`src/sv/assert_macros.svh`:
```
// Assertion macros shared by the PNG encoder RTL.
// No dependencies; included by files that carry concurrent checks.
`ifndef ASSERT_MACROS_SVH
`define ASSERT_MACROS_SVH

// Clocked check with active-low asynchronous reset disable.
`define ASSERT_CLK(lbl, clk, rst_n, prop, msg) \
	lbl: assert property (@(posedge clk) disable iff (!rst_n) prop) else $error(msg);

// Same check, fixed to the usual clock and reset names.
`define ASSERT_STD(lbl, prop, msg) `ASSERT_CLK(lbl, clk, arst_n, prop, msg)

`endif

```
`src/sv/pngenc_pkg.sv`:
```
// Package for the PNG stored-block RGBA encoder: types, codes, constants.
// No dependencies; used by pngenc_ctrl, pngenc_dp and the top level.
package pngenc_pkg;

	localparam int MAX_DIM_DEF   = 4096;
	localparam int BLOCK_MAX_DEF = 65535;
	localparam int CFG_W         = 13;
	localparam int CFG_IDX_W     = 1;
	localparam int IDX_W         = 6;

	localparam logic [31:0] CRC_POLY  = 32'hedb88320;
	localparam logic [16:0] ADLER_MOD = 17'd65521;

	localparam logic [CFG_IDX_W-1:0] REG_WIDTH  = 1'd0;
	localparam logic [CFG_IDX_W-1:0] REG_HEIGHT = 1'd1;

	localparam logic [IDX_W-1:0] HDR_LAST      = 6'd42;
	localparam logic [IDX_W-1:0] HDR_IHDR_TYPE = 6'd12;
	localparam logic [IDX_W-1:0] HDR_IHDR_END  = 6'd28;
	localparam logic [IDX_W-1:0] HDR_IDAT_TYPE = 6'd37;
	localparam logic [IDX_W-1:0] BHDR_LAST     = 6'd4;
	localparam logic [IDX_W-1:0] TRL_ADLER_END = 6'd3;
	localparam logic [IDX_W-1:0] TRL_IEND_TYPE = 6'd12;
	localparam logic [IDX_W-1:0] TRL_IEND_END  = 6'd15;
	localparam logic [IDX_W-1:0] TRL_LAST      = 6'd19;

	typedef enum logic [3:0] {
		S_IDLE, S_MUL, S_DIVS, S_DIV, S_HDR, S_ROW, S_BCHK,
		S_BHDR, S_SCAN, S_CHK, S_TRL, S_WAIT
	} state_t;

	typedef enum logic [1:0] {
		SRC_HDR, SRC_BHDR, SRC_SCAN, SRC_TRL
	} src_t;

	typedef struct packed {
		logic             take;
		logic             cfg_ok;
		logic             mul;
		logic             div_start;
		logic             fire;
		src_t             src;
		logic [IDX_W-1:0] idx;
		logic             crc_en;
		logic             crc_init;
		logic             last;
		logic             scan;
		logic             filter;
		logic             blk_load;
	} cmd_t;

	typedef struct packed {
		logic out_free;
		logic div_busy;
		logic row_zero;
		logic blk_zero;
		logic stream_zero;
	} stat_t;

	function automatic logic [31:0] crc_byte(input logic [31:0] c_in, input logic [7:0] b);
		logic [31:0] c;
		c = c_in ^ {24'd0, b};
		for (int i = 0; i < 8; i++) begin
			c = (c >> 1) ^ (CRC_POLY & {32{c[0]}});
		end
		return c;
	endfunction

	function automatic logic [7:0] be_byte(input logic [31:0] v, input logic [1:0] k);
		logic [7:0] r;
		unique case (k)
			2'd0: r = v[31:24];
			2'd1: r = v[23:16];
			2'd2: r = v[15:8];
			default: r = v[7:0];
		endcase
		return r;
	endfunction

endpackage

```
`src/sv/pngenc_ctrl.sv`:
```
// Sequencer for the PNG encoder: walks header, block header, scan and trailer beats.
// Depends on pngenc_pkg; drives pngenc_dp through cmd_t and reads stat_t.
module pngenc_ctrl (
	input  logic               clk,
	input  logic               arst_n,
	input  logic               s_tvalid,
	output logic               s_tready,
	input  pngenc_pkg::stat_t  stat,
	output pngenc_pkg::cmd_t   cmd
);
	import pngenc_pkg::*;

	state_t           state_q, state_d;
	logic [IDX_W-1:0] idx_q, idx_d;
	logic             filt_q, filt_d;
	logic             emit;

	always_ff @(posedge clk or negedge arst_n) begin
		if (!arst_n) begin
			state_q <= S_IDLE;
			idx_q   <= '0;
			filt_q  <= 1'b0;
		end else begin
			state_q <= state_d;
			idx_q   <= idx_d;
			filt_q  <= filt_d;
		end
	end

	always_comb begin
		state_d = state_q;
		idx_d   = idx_q;
		filt_d  = filt_q;
		unique case (state_q)
			S_IDLE: if (s_tvalid) state_d = S_MUL;
			S_WAIT: if (s_tvalid) state_d = S_ROW;
			S_MUL:  state_d = S_DIVS;
			S_DIVS: state_d = S_DIV;
			S_DIV: begin
				if (!stat.div_busy) begin
					state_d = S_HDR;
					idx_d   = '0;
				end
			end
			S_HDR: begin
				if (cmd.fire) begin
					if (idx_q == HDR_LAST) state_d = S_ROW;
					else idx_d = idx_q + 1'b1;
				end
			end
			S_ROW: begin
				filt_d  = stat.row_zero;
				state_d = S_BCHK;
			end
			S_BCHK: begin
				idx_d = '0;
				if (stat.blk_zero) state_d = S_BHDR;
				else state_d = S_SCAN;
			end
			S_BHDR: begin
				if (cmd.fire) begin
					if (idx_q == BHDR_LAST) state_d = S_SCAN;
					else idx_d = idx_q + 1'b1;
				end
			end
			S_SCAN: begin
				if (cmd.fire) begin
					if (filt_q) begin
						filt_d  = 1'b0;
						state_d = S_BCHK;
					end else begin
						state_d = S_CHK;
					end
				end
			end
			S_CHK: begin
				idx_d = '0;
				if (stat.stream_zero) state_d = S_TRL;
				else state_d = S_WAIT;
			end
			S_TRL: begin
				if (cmd.fire) begin
					if (idx_q == TRL_LAST) state_d = S_IDLE;
					else idx_d = idx_q + 1'b1;
				end
			end
			default: state_d = S_IDLE;
		endcase
	end

	always_comb begin
		cmd          = '0;
		cmd.src      = SRC_SCAN;
		cmd.idx      = idx_q;
		cmd.filter   = filt_q;
		s_tready     = 1'b0;
		emit         = 1'b0;
		unique case (state_q)
			S_IDLE: begin
				s_tready   = 1'b1;
				cmd.cfg_ok = 1'b1;
			end
			S_WAIT: s_tready = 1'b1;
			S_MUL:  cmd.mul = 1'b1;
			S_DIVS: cmd.div_start = 1'b1;
			S_HDR: begin
				emit         = 1'b1;
				cmd.src      = SRC_HDR;
				cmd.crc_en   = (idx_q >= HDR_IHDR_TYPE && idx_q <= HDR_IHDR_END) ||
				               (idx_q >= HDR_IDAT_TYPE);
				cmd.crc_init = (idx_q == HDR_IHDR_TYPE) || (idx_q == HDR_IDAT_TYPE);
			end
			S_BHDR: begin
				emit         = 1'b1;
				cmd.src      = SRC_BHDR;
				cmd.crc_en   = 1'b1;
				cmd.blk_load = (idx_q == BHDR_LAST);
			end
			S_SCAN: begin
				emit       = 1'b1;
				cmd.src    = SRC_SCAN;
				cmd.crc_en = 1'b1;
				cmd.scan   = 1'b1;
			end
			S_TRL: begin
				emit         = 1'b1;
				cmd.src      = SRC_TRL;
				cmd.crc_en   = (idx_q <= TRL_ADLER_END) ||
				               (idx_q >= TRL_IEND_TYPE && idx_q <= TRL_IEND_END);
				cmd.crc_init = (idx_q == TRL_IEND_TYPE);
				cmd.last     = (idx_q == TRL_LAST);
			end
			default: ;
		endcase
		cmd.take = s_tvalid && s_tready;
		cmd.fire = emit && stat.out_free;
	end

endmodule

```
`src/sv/pngenc_dp.sv`:
```
// Datapath for the PNG encoder: size registers, length divider, CRC-32, Adler-32,
// stream counters and the output beat register. Depends on pngenc_pkg.
module pngenc_dp #(
	parameter int MAX_DIM   = pngenc_pkg::MAX_DIM_DEF,
	parameter int BLOCK_MAX = pngenc_pkg::BLOCK_MAX_DEF
) (
	input  logic                             clk,
	input  logic                             arst_n,
	input  logic                             cfg_we,
	input  logic [pngenc_pkg::CFG_IDX_W-1:0] cfg_index,
	input  logic [pngenc_pkg::CFG_W-1:0]     cfg_data,
	input  logic [7:0]                       s_tdata,
	input  logic                             m_tready,
	input  pngenc_pkg::cmd_t                 cmd,
	output pngenc_pkg::stat_t                stat,
	output logic                             m_tvalid,
	output logic [7:0]                       m_tdata,
	output logic                             m_tuser
);
	import pngenc_pkg::*;

	localparam int DIM_W  = $clog2(MAX_DIM + 1);
	localparam int ROW_W  = $clog2(4 * MAX_DIM + 1);
	localparam int ST_W   = $clog2(MAX_DIM * (4 * MAX_DIM + 1) + 1);
	localparam int BLK_W  = $clog2(BLOCK_MAX + 1);
	localparam int NUM_W  = ST_W + 1;
	localparam int RCP_SH = NUM_W + $clog2(BLOCK_MAX);
	localparam int RCP_W  = NUM_W + 2;
	localparam int PROD_W = NUM_W + RCP_W;
	localparam logic [63:0] RCP =
		((64'd1 << RCP_SH) + 64'(BLOCK_MAX) - 64'd1) / 64'(BLOCK_MAX);
	localparam logic [RCP_W-1:0] RCP_M = RCP[RCP_W-1:0];

	logic [CFG_W-1:0]  width_q, height_q;
	logic [DIM_W-1:0]  wc, hc;
	logic [ST_W-1:0]   st_q;
	logic [NUM_W-1:0]  numer;
	logic [PROD_W-1:0] prod_q;
	logic              dbusy_q;
	logic [31:0]       idat_q, blocks;
	logic [31:0]       crc_q, crc_inv, crc_src;
	logic [15:0]       alo_q, ahi_q;
	logic [16:0]       alo_sum, ahi_sum;
	logic [15:0]       alo_n, ahi_n;
	logic [BLK_W-1:0]  blk_q, bsize;
	logic [15:0]       bsize16;
	logic              bfin;
	logic [ST_W-1:0]   stream_q;
	logic [ROW_W-1:0]  row_q, row_len;
	logic [7:0]        pix_q, scan_b, byte_d;

	always_comb begin
		if (width_q == '0) wc = DIM_W'(1);
		else if (32'(width_q) > MAX_DIM) wc = DIM_W'(MAX_DIM);
		else wc = DIM_W'(width_q);
		if (height_q == '0) hc = DIM_W'(1);
		else if (32'(height_q) > MAX_DIM) hc = DIM_W'(MAX_DIM);
		else hc = DIM_W'(height_q);
		row_len = ROW_W'(32'(wc) * 4);
	end

	always_ff @(posedge clk or negedge arst_n) begin
		if (!arst_n) begin
			width_q  <= CFG_W'(1);
			height_q <= CFG_W'(1);
		end else if (cfg_we && cmd.cfg_ok) begin
			unique case (cfg_index)
				REG_WIDTH:  width_q  <= cfg_data;
				REG_HEIGHT: height_q <= cfg_data;
				default: ;
			endcase
		end
	end

	// block count = ceil(scan length / block size) by reciprocal multiply,
	// exact over the whole scan length range
	assign numer  = NUM_W'(st_q) + NUM_W'(BLOCK_MAX - 1);
	assign blocks = 32'(prod_q >> RCP_SH);

	always_ff @(posedge clk or negedge arst_n) begin
		if (!arst_n) begin
			dbusy_q <= 1'b0;
		end else begin
			dbusy_q <= cmd.div_start;
		end
	end

	always_ff @(posedge clk) begin
		if (cmd.mul) st_q <= ST_W'(32'(hc) * (32'(wc) * 4 + 1));
		if (cmd.div_start) prod_q <= PROD_W'(numer) * PROD_W'(RCP_M);
		if (dbusy_q) idat_q <= (blocks << 2) + blocks + 32'(st_q) + 32'd6;
	end

	assign scan_b  = cmd.filter ? 8'd0 : pix_q;
	assign alo_sum = {1'b0, alo_q} + {9'd0, scan_b};
	assign alo_n   = (alo_sum >= ADLER_MOD) ? 16'(alo_sum - ADLER_MOD) : alo_sum[15:0];
	assign ahi_sum = {1'b0, ahi_q} + {1'b0, alo_n};
	assign ahi_n   = (ahi_sum >= ADLER_MOD) ? 16'(ahi_sum - ADLER_MOD) : ahi_sum[15:0];

	assign bfin    = (32'(stream_q) <= BLOCK_MAX);
	assign bsize   = bfin ? BLK_W'(stream_q) : BLK_W'(BLOCK_MAX);
	assign bsize16 = 16'(bsize);
	assign crc_inv = ~crc_q;
	assign crc_src = cmd.crc_init ? 32'hffffffff : crc_q;

	always_ff @(posedge clk) begin
		if (cmd.take) pix_q <= s_tdata;
		if (cmd.mul) begin
			alo_q <= 16'd1;
			ahi_q <= 16'd0;
			blk_q <= '0;
			row_q <= '0;
		end
		if (cmd.div_start) stream_q <= st_q;
		if (cmd.fire && cmd.crc_en) crc_q <= crc_byte(crc_src, byte_d);
		if (cmd.fire && cmd.blk_load) blk_q <= bsize;
		if (cmd.fire && cmd.scan) begin
			alo_q <= alo_n;
			ahi_q <= ahi_n;
			if (blk_q != '0) blk_q <= blk_q - 1'b1;
			if (stream_q != '0) stream_q <= stream_q - 1'b1;
			if (cmd.filter) row_q <= row_len;
			else if (row_q != '0) row_q <= row_q - 1'b1;
		end
	end

	always_comb begin
		byte_d = 8'd0;
		unique case (cmd.src)
			SRC_HDR: begin
				unique case (cmd.idx)
					6'd0:  byte_d = 8'd137;
					6'd1:  byte_d = 8'd80;
					6'd2:  byte_d = 8'd78;
					6'd3:  byte_d = 8'd71;
					6'd4:  byte_d = 8'd13;
					6'd5:  byte_d = 8'd10;
					6'd6:  byte_d = 8'd26;
					6'd7:  byte_d = 8'd10;
					6'd11: byte_d = 8'd13;
					6'd12: byte_d = 8'h49;
					6'd13: byte_d = 8'h48;
					6'd14: byte_d = 8'h44;
					6'd15: byte_d = 8'h52;
					6'd16, 6'd17, 6'd18, 6'd19:
						byte_d = be_byte(32'(wc), cmd.idx[1:0]);
					6'd20, 6'd21, 6'd22, 6'd23:
						byte_d = be_byte(32'(hc), cmd.idx[1:0]);
					6'd24: byte_d = 8'd8;
					6'd25: byte_d = 8'd6;
					6'd29, 6'd30, 6'd31, 6'd32:
						byte_d = be_byte(crc_inv, 2'(cmd.idx - 6'd29));
					6'd33, 6'd34, 6'd35, 6'd36:
						byte_d = be_byte(idat_q, 2'(cmd.idx - 6'd33));
					6'd37: byte_d = 8'h49;
					6'd38: byte_d = 8'h44;
					6'd39: byte_d = 8'h41;
					6'd40: byte_d = 8'h54;
					6'd41: byte_d = 8'h78;
					6'd42: byte_d = 8'h01;
					default: byte_d = 8'd0;
				endcase
			end
			SRC_BHDR: begin
				unique case (cmd.idx)
					6'd0: byte_d = {7'd0, bfin};
					6'd1: byte_d = bsize16[7:0];
					6'd2: byte_d = bsize16[15:8];
					6'd3: byte_d = ~bsize16[7:0];
					default: byte_d = ~bsize16[15:8];
				endcase
			end
			SRC_SCAN: byte_d = scan_b;
			SRC_TRL: begin
				unique case (cmd.idx)
					6'd0, 6'd1, 6'd2, 6'd3:
						byte_d = be_byte({ahi_q, alo_q}, cmd.idx[1:0]);
					6'd4, 6'd5, 6'd6, 6'd7, 6'd16, 6'd17, 6'd18, 6'd19:
						byte_d = be_byte(crc_inv, cmd.idx[1:0]);
					6'd12: byte_d = 8'h49;
					6'd13: byte_d = 8'h45;
					6'd14: byte_d = 8'h4e;
					6'd15: byte_d = 8'h44;
					default: byte_d = 8'd0;
				endcase
			end
			default: byte_d = 8'd0;
		endcase
	end

	always_ff @(posedge clk or negedge arst_n) begin
		if (!arst_n) begin
			m_tvalid <= 1'b0;
		end else if (cmd.fire) begin
			m_tvalid <= 1'b1;
		end else if (m_tready) begin
			m_tvalid <= 1'b0;
		end
	end

	always_ff @(posedge clk) begin
		if (cmd.fire) begin
			m_tdata <= byte_d;
			m_tuser <= cmd.last;
		end
	end

	assign stat.out_free    = !m_tvalid || m_tready;
	assign stat.div_busy    = dbusy_q;
	assign stat.row_zero    = (row_q == '0);
	assign stat.blk_zero    = (blk_q == '0);
	assign stat.stream_zero = (stream_q == '0);

endmodule

```
`src/sv/png_stored_rgba_encoder.sv`:
```
// PNG encoder (RGBA8, stored deflate). First byte: IDAT sizing (scan length product,
// multiply, length sum), then 43 header beats. Each pixel byte then has a row check, block
// check, 5 block header beats at a block start, filter beat and block check at a row start,
// scan beat and stream check. The last byte adds 20 trailer beats. The sequencer walks one
// beat per cycle while the output register is free. Output register lets the next input be
// taken while a beat waits. arst_n clears control state and sets both size registers to 1.
`include "assert_macros.svh"
module png_stored_rgba_encoder #(
	parameter int MAX_DIM   = pngenc_pkg::MAX_DIM_DEF,
	parameter int BLOCK_MAX = pngenc_pkg::BLOCK_MAX_DEF
) (
	input  logic                             clk,
	input  logic                             arst_n,
	input  logic                             cfg_we,
	input  logic [pngenc_pkg::CFG_IDX_W-1:0] cfg_index,
	input  logic [pngenc_pkg::CFG_W-1:0]     cfg_data,
	input  logic                             s_tvalid,
	output logic                             s_tready,
	input  logic [7:0]                       s_tdata,  // [7:0] pixel_byte
	output logic                             m_tvalid,
	input  logic                             m_tready,
	output logic [7:0]                       m_tdata,  // [7:0] out_byte
	output logic                             m_tuser   // [0] last_byte
);
	import pngenc_pkg::*;

	cmd_t  cmd;
	stat_t stat;

	pngenc_ctrl u_ctrl (
		.clk      (clk),
		.arst_n   (arst_n),
		.s_tvalid (s_tvalid),
		.s_tready (s_tready),
		.stat     (stat),
		.cmd      (cmd)
	);

	pngenc_dp #(
		.MAX_DIM   (MAX_DIM),
		.BLOCK_MAX (BLOCK_MAX)
	) u_dp (
		.clk       (clk),
		.arst_n    (arst_n),
		.cfg_we    (cfg_we),
		.cfg_index (cfg_index),
		.cfg_data  (cfg_data),
		.s_tdata   (s_tdata),
		.m_tready  (m_tready),
		.cmd       (cmd),
		.stat      (stat),
		.m_tvalid  (m_tvalid),
		.m_tdata   (m_tdata),
		.m_tuser   (m_tuser)
	);

	`ASSERT_STD(a_busy_after_take, s_tvalid && s_tready |=> !s_tready, "input taken while busy")
	`ASSERT_STD(a_fire_slot_free, cmd.fire |-> stat.out_free, "beat issued into full output")
	`ASSERT_STD(a_scan_in_block, cmd.fire && cmd.scan |-> !stat.blk_zero, "scan beat outside block")

endmodule
```
`config.mk`:
```
export PLATFORM = sky130hd
export DESIGN_NAME = png_stored_rgba_encoder
export DESIGN_NICKNAME = d
export VERILOG_FILES = /design/src/sv/pngenc_pkg.sv /design/src/sv/pngenc_ctrl.sv /design/src/sv/pngenc_dp.sv /design/src/sv/png_stored_rgba_encoder.sv
export VERILOG_INCLUDE_DIRS = /design/src /design/src/sv
export SDC_FILE = /design/constraint.sdc
export NUM_CORES = 1
export LEC_CHECK = 0
export BUFFER_PORTS_ARGS = -buffer_cell sky130_fd_sc_hd__buf_2
export CELL_PAD_IN_SITES_DETAIL_PLACEMENT = 0
export CELL_PAD_IN_SITES_GLOBAL_PLACEMENT = 1
export CORE_AREA = 2 2 224 226
export DETAILED_ROUTE_END_ITERATION = 10
export DIE_AREA = 0 0 226 228
export GPL_TIMING_DRIVEN = 0
export PLACE_DENSITY = 0.89
export SYNTH_ARGS = -nofsm -noshare
export SYNTH_HDL_FRONTEND = slang
export SYNTH_HIERARCHICAL = 1
export SYNTH_SLANG_ARGS = --single-unit
export TNS_END_PERCENT = 10
```
`constraint.sdc`:
```
create_clock -name clk -period 7.6 [get_ports clk]
set_input_delay 0.38 -clock clk [delete_from_list [all_inputs] [get_ports clk]]
set_output_delay 0.38 -clock clk [all_outputs]
set_load 0.005 [all_outputs]
```
---- After elaboration in Yosys (flattened, before gate mapping) ----
Index checks and enable logic that the tools add are counted.
storage, ports and cells
  bits in registers ....................... 294
  latch bits .............................. 0
  RAM bits ................................ 0
  ROM bits ................................ 0
  input port bits ......................... 27
  logic and storage cells ................. 249
  memories kept ........................... 0
cells by class
  $add $sub $neg .......................... 15
  multiply operators ...................... 2
  div/mod/pow operators ................... 0
  $lt $le $gt $ge ......................... 10
  equality and inequality tests ........... 69
  shift operators ......................... 0
  mux-type cells .......................... 70
  bitwise operators ....................... 13
  reductions and logical operators ........ 51
operators by type and width
  operator                number
  $xor 31x32->32          8
  $mux 16                 11
  $pmux 8 s21             1
  $pmux 8 s3              4
  $mux 27                 3
  $eq 6x5->1 const B      13
  $eq 6x6->1 const B      11
  $pmux 8 s4              2
  $mux 15                 4
  $mul 28x29->57 const B  1
  $mux 13                 4
  $mux 4                  12
  $pmux 4 s12             1
  $pmux 8 s6              1
  $mux 6                  7
  $ge 17x16->1 const B    2
  $add 32x27->32          1
  $add 32x3->32 const B   1
  $mul 13x32->27          1
  $mux 32                 1
  $not 32->32             1
  $pmux 8 s2              2
  $sub 16x16->16 const B  2
  $xor 32x8->32           1
  other kinds (58)        135

---- Logic depth before layout (Yosys ltp) ----
  word-level depth ........................ 15
  mapped depth ............................ 31
  mapped depth without buffers ............ 28

---- Modules after synthesis ----
The synthesis kept the hierarchy.
modules (own cells, without submodules)
  module       times used  cells an instance  area an instance (um^2)  sequential area each (um^2)
  pngenc_dp    1           2582               23677.7                  6338.6
  pngenc_ctrl  1           151                1191.1                   275.3

---- Worst setup path after synthesis ----
Ideal clock, no wire load.
  path kind ............................... register to register
  start point ............................. register u_ctrl.filt_q
  end point ............................... register u_dp.ahi_q[13] (data pin)
  setup time .............................. 0.256 ns
  arrival time ............................ 6.602 ns
  slack ................................... 0.743 ns
  stages on the path, launching flop included .. 31
  path buffers ............................ 3
  period minus slack after synthesis ...... 6.857 ns
  cells stage by stage .................... dfrtp_1 > buf_4 > nor2b_1 > ha_1 > inv_1 > fa_1 > nor2b_1 > o21ai_0 > a21boi_1 > o21a_1 > o21ai_0 > a211oi_1 > xnor2_1 > or4b_1 > o31a_1 > clkbuf_1 > or3_1 > nand2_1 > ha_1 > a21oi_1 > a21oi_1 > o21ai_0 > a21oi_1 > or4_1 > a31oi_1 > nand4_1 > nor3_1 > a41o_1 > clkbuf_1 > a21oi_1 > a31o_2
between the ends
  longest elaborated chain between the ends .. 8
  elaborated cells on any way between the ends .. 10
  classes of those cells .................. add/sub: 4; order compare: 2; mux: 4
RTL lines
  what                                                   line               RTL
  start, declared                                        pngenc_ctrl.sv:15  logic filt_q, filt_d;
  start signal, assigned                                 pngenc_ctrl.sv:26  filt_q <= filt_d;
  $mux 8 (*)                                             pngenc_dp.sv:94    assign scan_b = cmd.filter ? 8'd0 : pix_q;
  $add 16x8->17 (*)                                      pngenc_dp.sv:95    assign alo_sum = {1'b0, alo_q} + {9'd0, scan_b};
  $sub 16x16->16 / $ge 17x16->1 (equally long branches)  pngenc_dp.sv:96    assign alo_n = (alo_sum >= ADLER_MOD) ? 16'(alo_sum - ADLER_MOD) : alo_sum[15:0];
  $mux 16 (*)                                            pngenc_dp.sv:96
  net u_dp.alo_n[3]                                      pngenc_dp.sv:44    logic [15:0] alo_n, ahi_n;
  $add 16x16->17 (*)                                     pngenc_dp.sv:97    assign ahi_sum = {1'b0, ahi_q} + {1'b0, alo_n};
  $sub 16x16->16 / $ge 17x16->1 (equally long branches)  pngenc_dp.sv:98    assign ahi_n = (ahi_sum >= ADLER_MOD) ? 16'(ahi_sum - ADLER_MOD) : ahi_sum[15:0];
  $mux 16 (*)                                            pngenc_dp.sv:98
  $mux 16 (*)                                            pngenc_dp.sv:117   if (cmd.fire && cmd.scan) begin
  end signal, assigned                                   pngenc_dp.sv:119   ahi_q <= ahi_n;
  end, declared                                          pngenc_dp.sv:42    logic [15:0] alo_q, ahi_q;
Mark *: on every way through the listed nets, which the timed path passes. The rest lies on a longest branch.
A chain may end at the register's enable or synchronous reset.

---- Final worst setup path ----
  start point ............................. register u_ctrl.filt_q
  end point ............................... register u_dp.ahi_q[11] (data pin)
Same word-level chain as after synthesis.

==> flow_metrics.py <==
metrics = {
    "die": {
        "pin_count": 38,
        "die_y_um": 228,
        "core_mm2": 0.04935,
        "die_w_um": 226,
        "start_util_pct": 50.39,
        "die-area_mm2": 0.05153,
        "row_count": 82,
    },
    "global_route": {
        "grt_pass1_wl_mm": 116.3,
        "grt_max_degree": 40,
        "grt_use_total_pct": 28.78,
        "antenna_found_initial": 0,
        "grt_pass1_vias": 20810,
        "grt_overflow": 0,
    },
    "logic_synthesis": {
        "synth_seq_cells": 246,
        "yosysSeqAreaShare_pct": 26.59,
        "syn_area_mm2": 0.02487,
        "async_flop_share_pct": 15.85,
        "syn_inst": 2733,
        "yosys_warnings": 6,
        "synth-edff-count": 149,
        "postSynthAreaPerCell_um2": 9.099,
        "syn-num-nets": 3150,
        "synthFlopType": "edfxtp_1",
        "synth_cell_types": 105,
    },
    "place": {
        "hpwl_mm": 57.92,
        "routabilityCongestion": 0.9427,
        "io_buffers": 37,
        "dpl_cell_area_mm2": 0.02596,
        "dp.cells": 3446,
    },
    "layout": {
        "fillers": 4434,
        "layoutNonFillerInstCount": 3523,
        "syn_to_final_growth_pct": 9.942,
        "antenna_cells": 0,
        "num-nets-final": 3245,
        "final_util_pct": 55.40,
        "drive_gt1_share_pct": 9.611,
        "design_area_mm2": 0.02734,
    },
    "route": {
        "drtPass1Iterations": 6,
        "wl_per_cell_um": 21.16,
        "vias_per_cell": 6.070,
        "drc": 0,
        "vias": 21390,
        "drt_wl_total_mm": 74.56,
        "first_iter_violations": 2139,
        "antenna_left": 0,
    },
    "setup_path": {
        "cpMostUsedCell": "buf_4",
        "startpoint": "u_ctrl/filt_q",
        "path_class": "reg2reg",
        "crit_required_ns": 7.90,
        "end_kind": "flop",
        "worstReg2RegStart": "u_ctrl/filt_q",
        "worstSetupStartpointType": "flop",
        "slowest_stage": "or4b_4",
        "cp_max_fo": 10,
        "worst-r2r-cell-count": 28,
        "max_stage_delay_ns": 0.56,
        "arrival_ns": 7.64,
        "rrSetupSlack_ns": 0.27,
    },
    "clock_tree": {
        "clkSinkCount": 246,
        "insertion_delay_ns": 0.59,
        "clock_path_buffers": 3,
        "cts_inserted_buffers": 29,
        "cts_tree": "built",
        "cts_htree_levels": 1,
        "clk_pin_slew_ns": 0.06,
        "clock-root-buffer": "clkbuf_16",
    },
    "timing": {
        "fmax_ghz": 0.1364,
        "setup_viol": 0,
        "fin_crit_ns": 7.333,
        "slew_violations": 0,
        "skew_ns": 0.02541,
        "worst_pin_slew_ns": 1.252,
        "max_slew_margin_pct": 16.54,
        "finalHoldViolCount": 0,
        "fin_crit_sh_pct": 96.48,
        "whs_ns": 0.05471,
    },
    "min_path": {
        "min_path_type": "in2reg",
        "min_path_cells": 2,
        "holdCritStartpoint": "cfg_data[4]",
    },
    "run_status": {
        "status": "complete, no violations",
    },
    "flow_run": {
        "cap_violations": 0,
    },
}
[cell usage after synthesis, types with 14 or more instances]
library cell | number | share of area (%)
nor2_1 | 230 | 3.5
nor4_1 | 25 | 0.63
nand3_1 | 50 | 1.0
nor3b_1 | 18 | 0.54
dfrtp_1 | 37 | 3.7
clkbuf_1 | 101 | 1.5
mux2_2 | 38 | 1.7
nand4_1 | 17 | 0.43
dfxtp_1 | 58 | 4.7
o211ai_1 | 27 | 0.82
ha_1 | 244 | 12
nor3_1 | 75 | 1.5
nand2b_1 | 32 | 0.80
and2_1 | 31 | 0.78
a21oi_1 | 116 | 2.3
mux4_2 | 17 | 1.5
nor2b_1 | 52 | 1.3
fa_1 | 146 | 12
or3_1 | 28 | 0.70
mux2i_1 | 25 | 1.0
xor2_1 | 59 | 2.1
o31ai_1 | 16 | 0.48
o21ai_0 | 153 | 3.1
and3_1 | 14 | 0.35
a31oi_1 | 29 | 0.73
xnor2_1 | 103 | 3.6
a21o_1 | 36 | 1.1
inv_1 | 246 | 3.7
o21a_1 | 17 | 0.51
nand2_1 | 282 | 4.3
edfxtp_1 | 149 | 18
[flip-flops by register name (all words and copies together), names as in the netlist, 4 cells and up]
signal	flops
u_dp/height_q	13
u_dp/width_q	13
u_ctrl/state_q	4
u_dp/ahi_q	16
u_dp/prod_q	13
u_dp/st_q	27
u_dp/blk_q	16
u_dp/alo_q	16
u_dp/crc_q	32
u_ctrl/idx_q	6
u_dp/pix_q	8
u_dp/idat_q	28
u_dp/row_q	15
u_dp/m_tdata	8
u_dp/stream_q	27
[final timing paths]
check | endpoint
worst max-delay path | u_dp/ahi_q[11]
worst min-delay path | u_dp/height_q[4]
worst max register to register | u_dp/ahi_q[11]
worst min register to register | u_dp/stream_q[21]
max in group asynchronous | u_ctrl/filt_q
min in group asynchronous | u_ctrl/idx_q[2]
[cells by family (layout without fill, tap and decap cells)]
logic type	count (synthesis)	in the layout	synth area share [%]
flops	246	246	26.59
xor+xnor	180	180	7.200
buf+inv	379	497	5.912
mux	80	80	4.266
compound gates	548	548	14.42
simple gates	908	908	17.52
fa+ha+maj	391	391	24.07
other cells	1	1	0.01508
[final cells by class]
cell class	count	area [µm²]	area share, %
Multi-Input combinational cell	2108	17000	62.17
Inverter	250	940.9	3.441
Buffer	128	540.5	1.977
Sequential cell	246	6615	24.19
Tap cell	672	840.8	3.075
Timing Repair Buffer	65	434.2	1.588
Clock buffer	42	845.8	3.094
Clock inverter	12	126.4	0.4622
[worst max-delay path: cells and delay by family (launching register included)]
family	cells	cell delay, ns
xor+xnor	1	0.13
flops	1	0.44
compound gates	13	3.14
buf+inv	4	0.68
simple gates	7	1.81
fa+ha+maj	3	0.84
[per-layer routing]
layer	vias to the layer above	GRT usage [%]	share of wire, %
li1	9777	-	-
met1	10520	39.02	41
met2	904	46.34	47
met3	183	3.284	7.3
met4	0	12.89	4.8
met5	-	0	0
[cells in the final DEF, fill, tap and decap left out, types with 48 or more instances in the layout]
cell      instances
nand2_1         282
inv_1           245
ha_1            243
nor2_1          230
edfxtp_1        149
fa_1            145
o21ai_0         144
a21oi_1         113
clkbuf_1         99
xnor2_1          98
nor3_1           71
xor2_1           58
dfxtp_1          58
nand3_1          50
nor2b_1          49
buf_2            48
[repair_timing]
action | 4_1_cts | 5_1_grt
hold buffers | 9 | 0
hold endpoints to repair | 45 | 0
endpoints found under the setup margin | 16 | 22
setup buffers | 6 | 8
pin swaps | 6 | 14
resized for setup | 17 | 48
[per-stage QoR]
stage	setup slack (ns)	setup TNS (ns)
6_report	0.2673	0
4_1_cts	0.004088	0
3_5_place_dp	-0.8747	-9.404
5_1_grt	-0.03944	-0.07577
2_1_floorplan	0.7426	0
3_3_place_gp	-0.7744	-7.820
Power is not shown: default switching activity piles up to over one toggle a cycle in this logic, so the estimate is an artifact.
